<file path="config.mk">
export PLATFORM = sky130hd
export DESIGN_NAME = pes_header_parser_flat
export DESIGN_NICKNAME = d
export VERILOG_FILES = /design/src/rtl/pesh_pkg.sv /design/src/rtl/pesh_in_if.sv /design/src/rtl/pesh_out_if.sv /design/src/rtl/pesh_in_stage.sv /design/src/rtl/pesh_core.sv /design/src/rtl/pes_header_parser.sv /design/src/flat_wrapper.sv
export SDC_FILE = /design/constraint.sdc
export NUM_CORES = 1
export LEC_CHECK = 0
export BUFFER_PORTS_ARGS = -buffer_cell sky130_fd_sc_hd__buf_4
export CORE_MARGIN = 2
export CORE_UTILIZATION = 48
export CTS_CLUSTER_DIAMETER = 150
export DETAILED_ROUTE_END_ITERATION = 16
export MAX_ROUTING_LAYER = met4
export PLACE_DENSITY = 0.67
export SLEW_MARGIN = 15
export SYNTH_ARGS = -nofsm -noshare
export SYNTH_HDL_FRONTEND = slang
export SYNTH_SLANG_ARGS = --single-unit
</file>
<file path="constraint.sdc">
create_clock -name clk -period 18.2 [get_ports clk]
set_clock_uncertainty 0.1 [all_clocks]
set_input_delay 0 -clock clk [delete_from_list [all_inputs] [get_ports clk]]
set_output_delay 0 -clock clk [all_outputs]
set_load 0.02 [all_outputs]
</file>
<file path="src/rtl/pesh_pkg.sv">
// Shared types, status codes and timestamp helpers for the PES header parser.
package pesh_pkg;

    // Verdict codes
    localparam logic [1:0] ST_OK   = 2'd0;
    localparam logic [1:0] ST_MORE = 2'd1;
    localparam logic [1:0] ST_BAD  = 2'd2;

    // How far the header got when a verdict is given
    localparam logic [1:0] PH_NONE  = 2'd0;
    localparam logic [1:0] PH_ID    = 2'd1;
    localparam logic [1:0] PH_FLAGS = 2'd2;

    // Stream ids that carry no optional header
    localparam logic [7:0] SID_PROGRAM_MAP = 8'hBC;
    localparam logic [7:0] SID_PADDING     = 8'hBE;
    localparam logic [7:0] SID_PRIVATE_2   = 8'hBF;

    // Byte positions within the header
    localparam logic [8:0] IDX_SC0     = 9'd0;
    localparam logic [8:0] IDX_SC1     = 9'd1;
    localparam logic [8:0] IDX_SC2     = 9'd2;
    localparam logic [8:0] IDX_SID     = 9'd3;
    localparam logic [8:0] IDX_LEN_HI  = 9'd4;
    localparam logic [8:0] IDX_LEN_LO  = 9'd5;
    localparam logic [8:0] IDX_FLAGS1  = 9'd6;
    localparam logic [8:0] IDX_FLAGS2  = 9'd7;
    localparam logic [8:0] IDX_HDL     = 9'd8;
    localparam logic [8:0] IDX_PTS0    = 9'd9;
    localparam logic [8:0] IDX_PTS4    = 9'd13;
    localparam logic [8:0] IDX_DTS0    = 9'd14;
    localparam logic [8:0] IDX_DTS4    = 9'd18;
    localparam logic [8:0] IDX_MAX     = 9'd511;

    localparam logic [8:0] SIZE_SHORT  = 9'd6;
    localparam logic [8:0] SIZE_FIXED  = 9'd9;
    localparam logic [7:0] HDL_PTS_MIN = 8'd5;
    localparam logic [7:0] HDL_DTS_MIN = 8'd10;

    localparam logic [1:0] PTSDTS_BOTH = 2'b11;

    typedef struct packed {
        logic [7:0] data_byte;
        logic       first_byte;
        logic       last_byte;
    } item_t;

    // Input register contents handed to the parser core
    typedef struct packed {
        logic  valid;
        item_t item;
    } stage_t;

    typedef struct packed {
        logic [1:0]  result_status;
        logic [7:0]  stream_code;
        logic [15:0] packet_length;
        logic [5:0]  basic_flags;
        logic [7:0]  extra_flags;
        logic [7:0]  header_data_length;
        logic [32:0] pts_value;
        logic [32:0] dts_value;
        logic [8:0]  header_size;
    } result_t;

    // Place one timestamp byte into the 33-bit value, marker bits dropped
    function automatic logic [32:0] ts_piece(input logic [2:0] pos, input logic [7:0] d);
        logic [32:0] v;
        begin
            case (pos)
                3'd0:    v = {d[3:1], 30'd0};
                3'd1:    v = {3'd0, d, 22'd0};
                3'd2:    v = {11'd0, d[7:1], 15'd0};
                3'd3:    v = {18'd0, d, 7'd0};
                3'd4:    v = {26'd0, d[7:1]};
                default: v = 33'd0;
            endcase
            return v;
        end
    endfunction

endpackage

</file>
<file path="src/rtl/pesh_in_if.sv">
// Byte channel into the PES header parser.
interface pesh_in_if;
    logic       valid;
    logic       ready;
    logic [7:0] data_byte;
    logic       first_byte;
    logic       last_byte;

    modport source (output valid, output data_byte, output first_byte, output last_byte,
                    input ready);
    modport sink   (input valid, input data_byte, input first_byte, input last_byte,
                    output ready);
endinterface

</file>
<file path="src/rtl/pesh_out_if.sv">
// Verdict channel out of the PES header parser.
interface pesh_out_if;
    logic        valid;
    logic        ready;
    logic [1:0]  result_status;
    logic [7:0]  stream_code;
    logic [15:0] packet_length;
    logic [5:0]  basic_flags;
    logic [7:0]  extra_flags;
    logic [7:0]  header_data_length;
    logic [32:0] pts_value;
    logic [32:0] dts_value;
    logic [8:0]  header_size;

    modport source (output valid, output result_status, output stream_code,
                    output packet_length, output basic_flags, output extra_flags,
                    output header_data_length, output pts_value, output dts_value,
                    output header_size, input ready);
    modport sink   (input valid, input result_status, input stream_code,
                    input packet_length, input basic_flags, input extra_flags,
                    input header_data_length, input pts_value, input dts_value,
                    input header_size, output ready);
endinterface

</file>
<file path="src/rtl/pesh_in_stage.sv">
// Input register that holds one byte item for the parser core.
module pesh_in_stage (
    input  logic                 clk,
    input  logic                 rst_n,
    pesh_in_if.sink              bytes,
    input  logic                 advance,
    output pesh_pkg::stage_t     stage
);

    logic            valid_reg;
    pesh_pkg::item_t item_reg;
    logic            take;

    // Accept when empty or when the core consumes the held item
    assign bytes.ready = !valid_reg || advance;
    assign take        = bytes.valid && bytes.ready;

    // Hold the valid flag
    always_ff @(posedge clk or negedge rst_n)
    begin
        if (!rst_n)
        begin
            valid_reg <= 1'b0;
        end
        else if (take)
        begin
            valid_reg <= 1'b1;
        end
        else if (advance)
        begin
            valid_reg <= 1'b0;
        end
    end

    // Capture the payload
    always_ff @(posedge clk)
    begin
        if (take)
        begin
            item_reg.data_byte  <= bytes.data_byte;
            item_reg.first_byte <= bytes.first_byte;
            item_reg.last_byte  <= bytes.last_byte;
        end
    end

    assign stage.valid = valid_reg;
    assign stage.item  = item_reg;

endmodule

</file>
<file path="src/rtl/pesh_core.sv">
// Header field capture, verdict logic and result register of the PES parser.
module pesh_core (
    input  logic             clk,
    input  logic             rst_n,
    input  pesh_pkg::stage_t stage,
    output logic             advance,
    pesh_out_if.source       verdict
);

    // Parser state
    logic [8:0]  byte_index_reg;
    logic        verdict_given_reg;
    logic        start_good_reg;
    logic        marker_good_reg;
    logic [7:0]  sid_reg;
    logic [15:0] length_reg;
    logic [5:0]  basic_reg;
    logic [7:0]  extra_reg;
    logic [7:0]  hdl_reg;
    logic [32:0] pts_reg;
    logic [32:0] dts_reg;

    logic [8:0]  byte_index_next;
    logic        start_good_next;
    logic        marker_good_next;
    logic [7:0]  sid_next;
    logic [15:0] length_next;
    logic [5:0]  basic_next;
    logic [7:0]  extra_next;
    logic [7:0]  hdl_next;
    logic [32:0] pts_next;
    logic [32:0] dts_next;

    // Result register
    logic              out_valid_reg;
    pesh_pkg::result_t out_reg;
    pesh_pkg::result_t res;

    logic        fb;
    logic [7:0]  d;
    logic        active;
    logic        found;
    logic [1:0]  status;
    logic [1:0]  phase;
    logic [1:0]  ptsdts;
    logic [8:0]  k;
    logic [8:0]  end_index;
    logic [8:0]  hsize;
    logic [32:0] pts_o;
    logic [32:0] dts_o;
    logic [2:0]  pts_pos;
    logic [2:0]  dts_pos;
    logic        consume;

    assign advance = !out_valid_reg || verdict.ready;
    assign consume = stage.valid && advance;
    assign fb      = stage.item.first_byte;
    assign d       = stage.item.data_byte;
    assign active  = fb || !verdict_given_reg;

    // Update fields for this byte, starting from cleared state on a first byte
    always_comb
    begin
        k                = fb ? 9'd0 : byte_index_reg;
        start_good_next  = fb ? 1'b1 : start_good_reg;
        marker_good_next = fb ? 1'b1 : marker_good_reg;
        sid_next         = fb ? 8'd0 : sid_reg;
        length_next      = fb ? 16'd0 : length_reg;
        basic_next       = fb ? 6'd0 : basic_reg;
        extra_next       = fb ? 8'd0 : extra_reg;
        hdl_next         = fb ? 8'd0 : hdl_reg;
        pts_next         = fb ? 33'd0 : pts_reg;
        dts_next         = fb ? 33'd0 : dts_reg;
        pts_pos          = 3'(k - pesh_pkg::IDX_PTS0);
        dts_pos          = 3'(k - pesh_pkg::IDX_DTS0);
        ptsdts           = extra_next[7:6];

        if (k == pesh_pkg::IDX_SC0 || k == pesh_pkg::IDX_SC1)
        begin
            start_good_next = start_good_next && (d == 8'h00);
        end
        else if (k == pesh_pkg::IDX_SC2)
        begin
            start_good_next = start_good_next && (d == 8'h01);
        end
        else if (k == pesh_pkg::IDX_SID)
        begin
            sid_next = d;
        end
        else if (k == pesh_pkg::IDX_LEN_HI)
        begin
            length_next = {d, 8'd0};
        end
        else if (k == pesh_pkg::IDX_LEN_LO)
        begin
            length_next = {length_next[15:8], d};
        end
        else if (k == pesh_pkg::IDX_FLAGS1)
        begin
            marker_good_next = (d[7:6] == 2'b10);
            basic_next       = d[5:0];
        end
        else if (k == pesh_pkg::IDX_FLAGS2)
        begin
            extra_next = d;
        end
        else if (k == pesh_pkg::IDX_HDL)
        begin
            hdl_next = d;
        end
        else if (k >= pesh_pkg::IDX_PTS0 && k <= pesh_pkg::IDX_PTS4)
        begin
            if (ptsdts[1])
            begin
                pts_next = pts_next | pesh_pkg::ts_piece(pts_pos, d);
            end
        end
        else if (k >= pesh_pkg::IDX_DTS0 && k <= pesh_pkg::IDX_DTS4)
        begin
            if (ptsdts == pesh_pkg::PTSDTS_BOTH)
            begin
                dts_next = dts_next | pesh_pkg::ts_piece(dts_pos, d);
            end
        end

        byte_index_next = (k < pesh_pkg::IDX_MAX) ? k + 9'd1 : k;
    end

    // Decide the verdict for this byte
    always_comb
    begin
        found     = 1'b0;
        status    = pesh_pkg::ST_OK;
        phase     = pesh_pkg::PH_NONE;
        hsize     = 9'd0;
        pts_o     = 33'd0;
        dts_o     = 33'd0;
        end_index = {1'b0, hdl_next} + pesh_pkg::IDX_HDL;

        if (k == pesh_pkg::IDX_LEN_LO)
        begin
            if (!start_good_next)
            begin
                found  = 1'b1;
                status = pesh_pkg::ST_BAD;
                phase  = pesh_pkg::PH_NONE;
            end
            else if (sid_next inside {pesh_pkg::SID_PROGRAM_MAP, pesh_pkg::SID_PADDING,
                                      pesh_pkg::SID_PRIVATE_2})
            begin
                found  = 1'b1;
                status = pesh_pkg::ST_OK;
                phase  = pesh_pkg::PH_ID;
                hsize  = pesh_pkg::SIZE_SHORT;
            end
        end

        if (!found && k == pesh_pkg::IDX_HDL && !marker_good_next)
        begin
            found  = 1'b1;
            status = pesh_pkg::ST_BAD;
            phase  = pesh_pkg::PH_ID;
        end

        if (!found && k == end_index)
        begin
            found = 1'b1;
            phase = pesh_pkg::PH_FLAGS;
            if ((ptsdts[1] && hdl_next < pesh_pkg::HDL_PTS_MIN) ||
                (ptsdts == pesh_pkg::PTSDTS_BOTH && hdl_next < pesh_pkg::HDL_DTS_MIN))
            begin
                status = pesh_pkg::ST_BAD;
            end
            else
            begin
                status = pesh_pkg::ST_OK;
                hsize  = {1'b0, hdl_next} + pesh_pkg::SIZE_FIXED;
                pts_o  = ptsdts[1] ? pts_next : 33'd0;
                dts_o  = (ptsdts == pesh_pkg::PTSDTS_BOTH) ? dts_next : pts_o;
            end
        end

        // Out of data with no verdict yet
        if (!found && stage.item.last_byte)
        begin
            found  = 1'b1;
            status = pesh_pkg::ST_MORE;
            if (k < pesh_pkg::IDX_LEN_LO)
            begin
                phase = pesh_pkg::PH_NONE;
            end
            else if (k < pesh_pkg::IDX_HDL)
            begin
                phase = pesh_pkg::PH_ID;
            end
            else
            begin
                phase = pesh_pkg::PH_FLAGS;
            end
        end
    end

    // Mask the result fields by how far the header got
    always_comb
    begin
        res.result_status      = status;
        res.stream_code        = (phase != pesh_pkg::PH_NONE) ? sid_next : 8'd0;
        res.packet_length      = (phase != pesh_pkg::PH_NONE) ? length_next : 16'd0;
        res.basic_flags        = (phase == pesh_pkg::PH_FLAGS) ? basic_next : 6'd0;
        res.extra_flags        = (phase == pesh_pkg::PH_FLAGS) ? extra_next : 8'd0;
        res.header_data_length = (phase == pesh_pkg::PH_FLAGS) ? hdl_next : 8'd0;
        res.pts_value          = pts_o;
        res.dts_value          = dts_o;
        res.header_size        = hsize;
    end

    // Advance parser state on each consumed byte of a live packet
    always_ff @(posedge clk or negedge rst_n)
    begin
        if (!rst_n)
        begin
            byte_index_reg    <= 9'd0;
            verdict_given_reg <= 1'b1;
            start_good_reg    <= 1'b1;
            marker_good_reg   <= 1'b1;
            sid_reg           <= 8'd0;
            length_reg        <= 16'd0;
            basic_reg         <= 6'd0;
            extra_reg         <= 8'd0;
            hdl_reg           <= 8'd0;
            pts_reg           <= 33'd0;
            dts_reg           <= 33'd0;
        end
        else if (consume && active)
        begin
            byte_index_reg    <= byte_index_next;
            verdict_given_reg <= found;
            start_good_reg    <= start_good_next;
            marker_good_reg   <= marker_good_next;
            sid_reg           <= sid_next;
            length_reg        <= length_next;
            basic_reg         <= basic_next;
            extra_reg         <= extra_next;
            hdl_reg           <= hdl_next;
            pts_reg           <= pts_next;
            dts_reg           <= dts_next;
        end
    end

    // Hold the result valid flag until taken
    always_ff @(posedge clk or negedge rst_n)
    begin
        if (!rst_n)
        begin
            out_valid_reg <= 1'b0;
        end
        else if (advance)
        begin
            out_valid_reg <= stage.valid && active && found;
        end
    end

    // Load the result payload
    always_ff @(posedge clk)
    begin
        if (consume && active && found)
        begin
            out_reg <= res;
        end
    end

    assign verdict.valid              = out_valid_reg;
    assign verdict.result_status      = out_reg.result_status;
    assign verdict.stream_code        = out_reg.stream_code;
    assign verdict.packet_length      = out_reg.packet_length;
    assign verdict.basic_flags        = out_reg.basic_flags;
    assign verdict.extra_flags        = out_reg.extra_flags;
    assign verdict.header_data_length = out_reg.header_data_length;
    assign verdict.pts_value          = out_reg.pts_value;
    assign verdict.dts_value          = out_reg.dts_value;
    assign verdict.header_size        = out_reg.header_size;

endmodule

</file>
<file path="src/rtl/pes_header_parser.sv">
// PES header parser: takes one packet byte per cycle unless stalled; one verdict per packet.
// The parser accepts one byte item every clock cycle while the result side is not
// stalled; the byte that decides a verdict is held in the input register, then the
// verdict is loaded into the result register and presented on the result channel.
// The rate is set by the field capture and verdict compare against the byte counter,
// which are combinational. A stall on the result side holds the result register; one
// more byte can still enter the input register, and once that register is full ready
// on the byte side drops in the same cycle. Bytes that arrive after a verdict, or
// before any first byte, are consumed and give no result.
module pes_header_parser (
    input  logic       clk,
    input  logic       rst_n,
    pesh_in_if.sink    bytes,
    pesh_out_if.source verdict
);

    pesh_pkg::stage_t stage;
    logic             advance;

    pesh_in_stage u_in_stage (
        .clk     (clk),
        .rst_n   (rst_n),
        .bytes   (bytes),
        .advance (advance),
        .stage   (stage)
    );

    pesh_core u_core (
        .clk     (clk),
        .rst_n   (rst_n),
        .stage   (stage),
        .advance (advance),
        .verdict (verdict)
    );

`ifndef SYNTH
    // Status is never the unused code
    assert property (@(posedge clk) disable iff (!rst_n)
        verdict.valid |-> (verdict.result_status == pesh_pkg::ST_OK ||
                           verdict.result_status == pesh_pkg::ST_MORE ||
                           verdict.result_status == pesh_pkg::ST_BAD))
        else $error("result status out of range");

    // Only an ok verdict carries a size or timestamps
    assert property (@(posedge clk) disable iff (!rst_n)
        (verdict.valid && verdict.result_status != pesh_pkg::ST_OK) |->
            (verdict.header_size == 9'd0 && verdict.pts_value == 33'd0 &&
             verdict.dts_value == 33'd0))
        else $error("non-ok verdict carries header size or timestamps");

    // An ok verdict has the short size or the fixed size plus data length
    assert property (@(posedge clk) disable iff (!rst_n)
        (verdict.valid && verdict.result_status == pesh_pkg::ST_OK) |->
            (verdict.header_size == pesh_pkg::SIZE_SHORT ||
             verdict.header_size ==
                 ({1'b0, verdict.header_data_length} + pesh_pkg::SIZE_FIXED)))
        else $error("ok verdict with inconsistent header size");

    // A stalled result is not dropped before it is taken
    assert property (@(posedge clk) disable iff (!rst_n)
        (verdict.valid && !verdict.ready) |=> verdict.valid)
        else $error("result dropped while stalled");
`endif

endmodule
</file>
<file path="src/flat_wrapper.sv">
// flat-port wrapper written by rule: the top's interface ports become plain ports
module pes_header_parser_flat 
  (clk, rst_n, bytes_valid, bytes_data_byte, bytes_first_byte, bytes_last_byte, bytes_ready, verdict_valid, verdict_result_status, verdict_stream_code, verdict_packet_length, verdict_basic_flags, verdict_extra_flags, verdict_header_data_length, verdict_pts_value, verdict_dts_value, verdict_header_size, verdict_ready);
  pesh_in_if bytes_i ();
  pesh_out_if verdict_i ();
  input  logic clk;
  input  logic rst_n;
  input wire logic [$bits(bytes_i.valid)-1:0] bytes_valid;
  input wire logic [$bits(bytes_i.data_byte)-1:0] bytes_data_byte;
  input wire logic [$bits(bytes_i.first_byte)-1:0] bytes_first_byte;
  input wire logic [$bits(bytes_i.last_byte)-1:0] bytes_last_byte;
  output wire logic [$bits(bytes_i.ready)-1:0] bytes_ready;
  output wire logic [$bits(verdict_i.valid)-1:0] verdict_valid;
  output wire logic [$bits(verdict_i.result_status)-1:0] verdict_result_status;
  output wire logic [$bits(verdict_i.stream_code)-1:0] verdict_stream_code;
  output wire logic [$bits(verdict_i.packet_length)-1:0] verdict_packet_length;
  output wire logic [$bits(verdict_i.basic_flags)-1:0] verdict_basic_flags;
  output wire logic [$bits(verdict_i.extra_flags)-1:0] verdict_extra_flags;
  output wire logic [$bits(verdict_i.header_data_length)-1:0] verdict_header_data_length;
  output wire logic [$bits(verdict_i.pts_value)-1:0] verdict_pts_value;
  output wire logic [$bits(verdict_i.dts_value)-1:0] verdict_dts_value;
  output wire logic [$bits(verdict_i.header_size)-1:0] verdict_header_size;
  input wire logic [$bits(verdict_i.ready)-1:0] verdict_ready;
  assign bytes_i.valid = bytes_valid;
  assign bytes_i.data_byte = bytes_data_byte;
  assign bytes_i.first_byte = bytes_first_byte;
  assign bytes_i.last_byte = bytes_last_byte;
  assign bytes_ready = bytes_i.ready;
  assign verdict_valid = verdict_i.valid;
  assign verdict_result_status = verdict_i.result_status;
  assign verdict_stream_code = verdict_i.stream_code;
  assign verdict_packet_length = verdict_i.packet_length;
  assign verdict_basic_flags = verdict_i.basic_flags;
  assign verdict_extra_flags = verdict_i.extra_flags;
  assign verdict_header_data_length = verdict_i.header_data_length;
  assign verdict_pts_value = verdict_i.pts_value;
  assign verdict_dts_value = verdict_i.dts_value;
  assign verdict_header_size = verdict_i.header_size;
  assign verdict_i.ready = verdict_ready;
  pes_header_parser u_core (.clk(clk), .rst_n(rst_n), .bytes(bytes_i), .verdict(verdict_i));
endmodule
</file>
==> run metrics <==
crit end category=flop; number of antenna violations at the first check in global routing=0; final-report hold violation count=0; EDFF count, synth=133; I/O Buffers=138; vias in the first global route=9,088; synthesized cell area=0.0124 mm²; CP Launch Type=flop; first-pass GRT wire length=51.4 mm; clk sinks=259; post-route antenna net violation count=0; Pleak=5.58 nW; clock buffer depth=3; Final HPWL DP=20.1 mm; Slew @ Worst Pin=1.09 ns; crit path cell chain=buf_4 > inv_1 > buf_4 > nand2_1 > ha_1 > nand4bb_1 > o31ai_4 > o21a_1 > inv_1 > ha_1 > a21oi_1 > o211ai_1 > a211o_1 > nor4_4 > a211oi_1 > nor2_4 > buf_4 > buf_4; top cells by area, synth=edfxtp_1 (32%), dfrtp_1 (25%), a22o_1 (4.7%); routed length per instance=20.6 µm; number of vias per cell=6.05; FMAX=0.154 GHz; Crit Reg-Reg Startpoint=u_core.u_in_stage.stage[1]; TritonRoute pass-1 iters=5; WP data required=18.25 ns; Sum Neg Setup Slack=0 ns; largest net degree at the start of global routing=76; Root Driver=clkbuf_16; CP bufs+invs=6; Synth Register Bits=259; TritonCTS clock tree=built; MaxCap Viol Count=0; cell mode on critical path=buf_4; RSZ-0062 raised after global routing=false; Die X=165 µm; worst-path fanout max=65; multi-input logic area=0.00476 mm²; core area=0.0253 mm²; RD Place Congestion=0.901; R2R Setup Slk=11.69 ns; total wire length=32.2 mm; Hold WC Path Type=input port to flop; r2r worst-path depth=18; DIE AREA=0.0272 mm²; Synth cell types=76; GR Util All Layers=24.8%; status=finished clean; Crit path largest cell delay=0.73 ns; Slew HR=27.1%; most used flip-flop cell after synthesis=edfxtp_1; post-layout util=57.9%; sequential cell area=0.00715 mm²; r2r endpoint=u_core.u_core.verdict.dts_value[30]; maximum vdd drop=0.0550 mV; DRC marker count from the first detailed-route iteration=885; Final Cycle Share=35.8%; Crit-path slowest cell=buf_4; Pwr Density=98.6 mW/mm²; antenna cells=0; Post-CTS Setup Repair Bufs=0; top cell type's share of synthesized area=32.2%; Post-route DRC=0; Via Count=9,459; Die Height=165 µm; filler instances=2,139; CTS H-Tree Depth=1; critical path depth=18; Async SR Flop Fraction=48.6%; IO Pins=139; Final setup viols=0; hold depth=2; Syn Nets=1,155; worst skew pair latency=0.53 ns; NumNets Final=1,240; Warnings, synthesis=0; share of cells above drive strength 1=19.5%; min-delay src=bytes_data_byte[4]; sequential area share after synthesis=57.6%; Critical Path AT=6.56 ns; Area Overhead vs Synth=17.7%; Endpoint, Worst Hold=u_core.u_in_stage.stage[6]; Min Clock Period, post-route=6.51 ns; gr ovfl total=0; Avg Inst Size Synth=11.0 µm²; initial core utilization=49.2%; critical path class=flop to flop; most frequent cells in the layout=buf_4 (157), edfxtp_1 (133), nand2_1 (127); most common library cell in the layout ignoring fill and taps=buf_4; CP delay by family, top=buffers and inverters; CTS clock-pin slew for the worst setup and hold paths=0.06 ns; Core Rows=58; Slew Limit Fails=0; Resized Gates After CTS=0; CTS Buf Count=27; area leader, netlist=edfxtp_1; synthesized instance count=1,127
[report_power, final]
| part | total [mW] | switching, mW | internal (mW) |
|---|---|---|---|
| sequential | 0.676 | 0.0214 | 0.655 |
| clock | 0.532 | 0.225 | 0.307 |
| combinational | 0.232 | 0.161 | 0.0713 |
| total | 1.44 | 0.408 | 1.03 |
[through the flow]
stage / instance area, µm² / cells / worst slack [ns] / power (mW) / hold WS, ns
CTS: 14600 / 1562 / 11.48 / 1.45 / 0.0641
global placement: 13600 / 1496 / 11.70 / 0.909 / -0.0108
detailed placement: 13600 / 1496 / 11.53 / 0.913 / -0.00431
global route: 14600 / 1563 / 11.15 / 1.50 / 0.0730
finish: 14600 / 1563 / 11.69 / 1.44 / 0.0831
floorplan: 12400 / 1127 / 8.81 / 0.834 / -0.396
[repair_timing]
action	in CTS	in global routing
endpoints found under the hold margin	63	0
endpoints found under the setup margin	0	0
hold buffers	16	0
[synth_stat cells, drive strengths merged, types with 3 or more instances]
master,count
and4,4
dfstp,3
a21oi,68
o21ai,64
o31ai,6
a31oi,4
a22oi,12
nor4,6
nor3b,15
a2111oi,7
nand4,12
nor2b,10
buf,21
nor2,69
nand3b,4
edfxtp,133
xnor2,6
or3b,4
a32o,14
a221oi,34
nand2,128
nor3,42
nand2b,7
clkbuf,97
ha,14
and2,21
nand3,11
a21o,3
mux2,3
a22o,67
xor2,9
or3,3
dfrtp,123
inv,15
and3,11
a211oi,37
[kinds of logic after synthesis]
logic type	synth area share, %
multiplexers	0.433
AO/OA/AOI/OAI	20.5
buffers and inverters	4.34
adder cells (fa/ha/maj)	1.41
flip-flops	57.6
AND/OR/NAND/NOR	14.7
XOR/XNOR	1.06
[routing by layer]
metal,track usage (%),share of wire (%)
met5,-,0
met4,5.69,1.9
met3,3.16,5.9
met2,37.6,47
met1,36.0,45
[area by class of cell]
cell class | count | share of cell area (%)
clock buffer | 43 | 5.58
inverter | 16 | 0.411
tap | 330 | 2.83
sequential | 259 | 48.9
timing repair buffer | 174 | 9.39
multi-input combinational | 734 | 32.6
clock inverter | 7 | 0.300
[worst max path at each step]
stage,start,endpoint,slack (ns)
CTS,u_core.u_in_stage.stage[1],u_core.u_core.verdict.dts_value[30],11.48
detailed placement,u_core.u_in_stage.stage[1],u_core.u_core.verdict.dts_value[11],11.53
finish,u_core.u_in_stage.stage[1],u_core.u_core.verdict.dts_value[30],11.69
global route,u_core.u_in_stage.stage[1],u_core.u_core.verdict.dts_value[27],11.15
global placement,u_core.u_in_stage.stage[1],u_core.u_core.verdict.dts_value[11],11.70
floorplan,u_core.u_in_stage.stage[1],u_core.u_core.verdict.basic_flags[0],8.81
No activity file was read; power rests on OpenSTA's default activity.
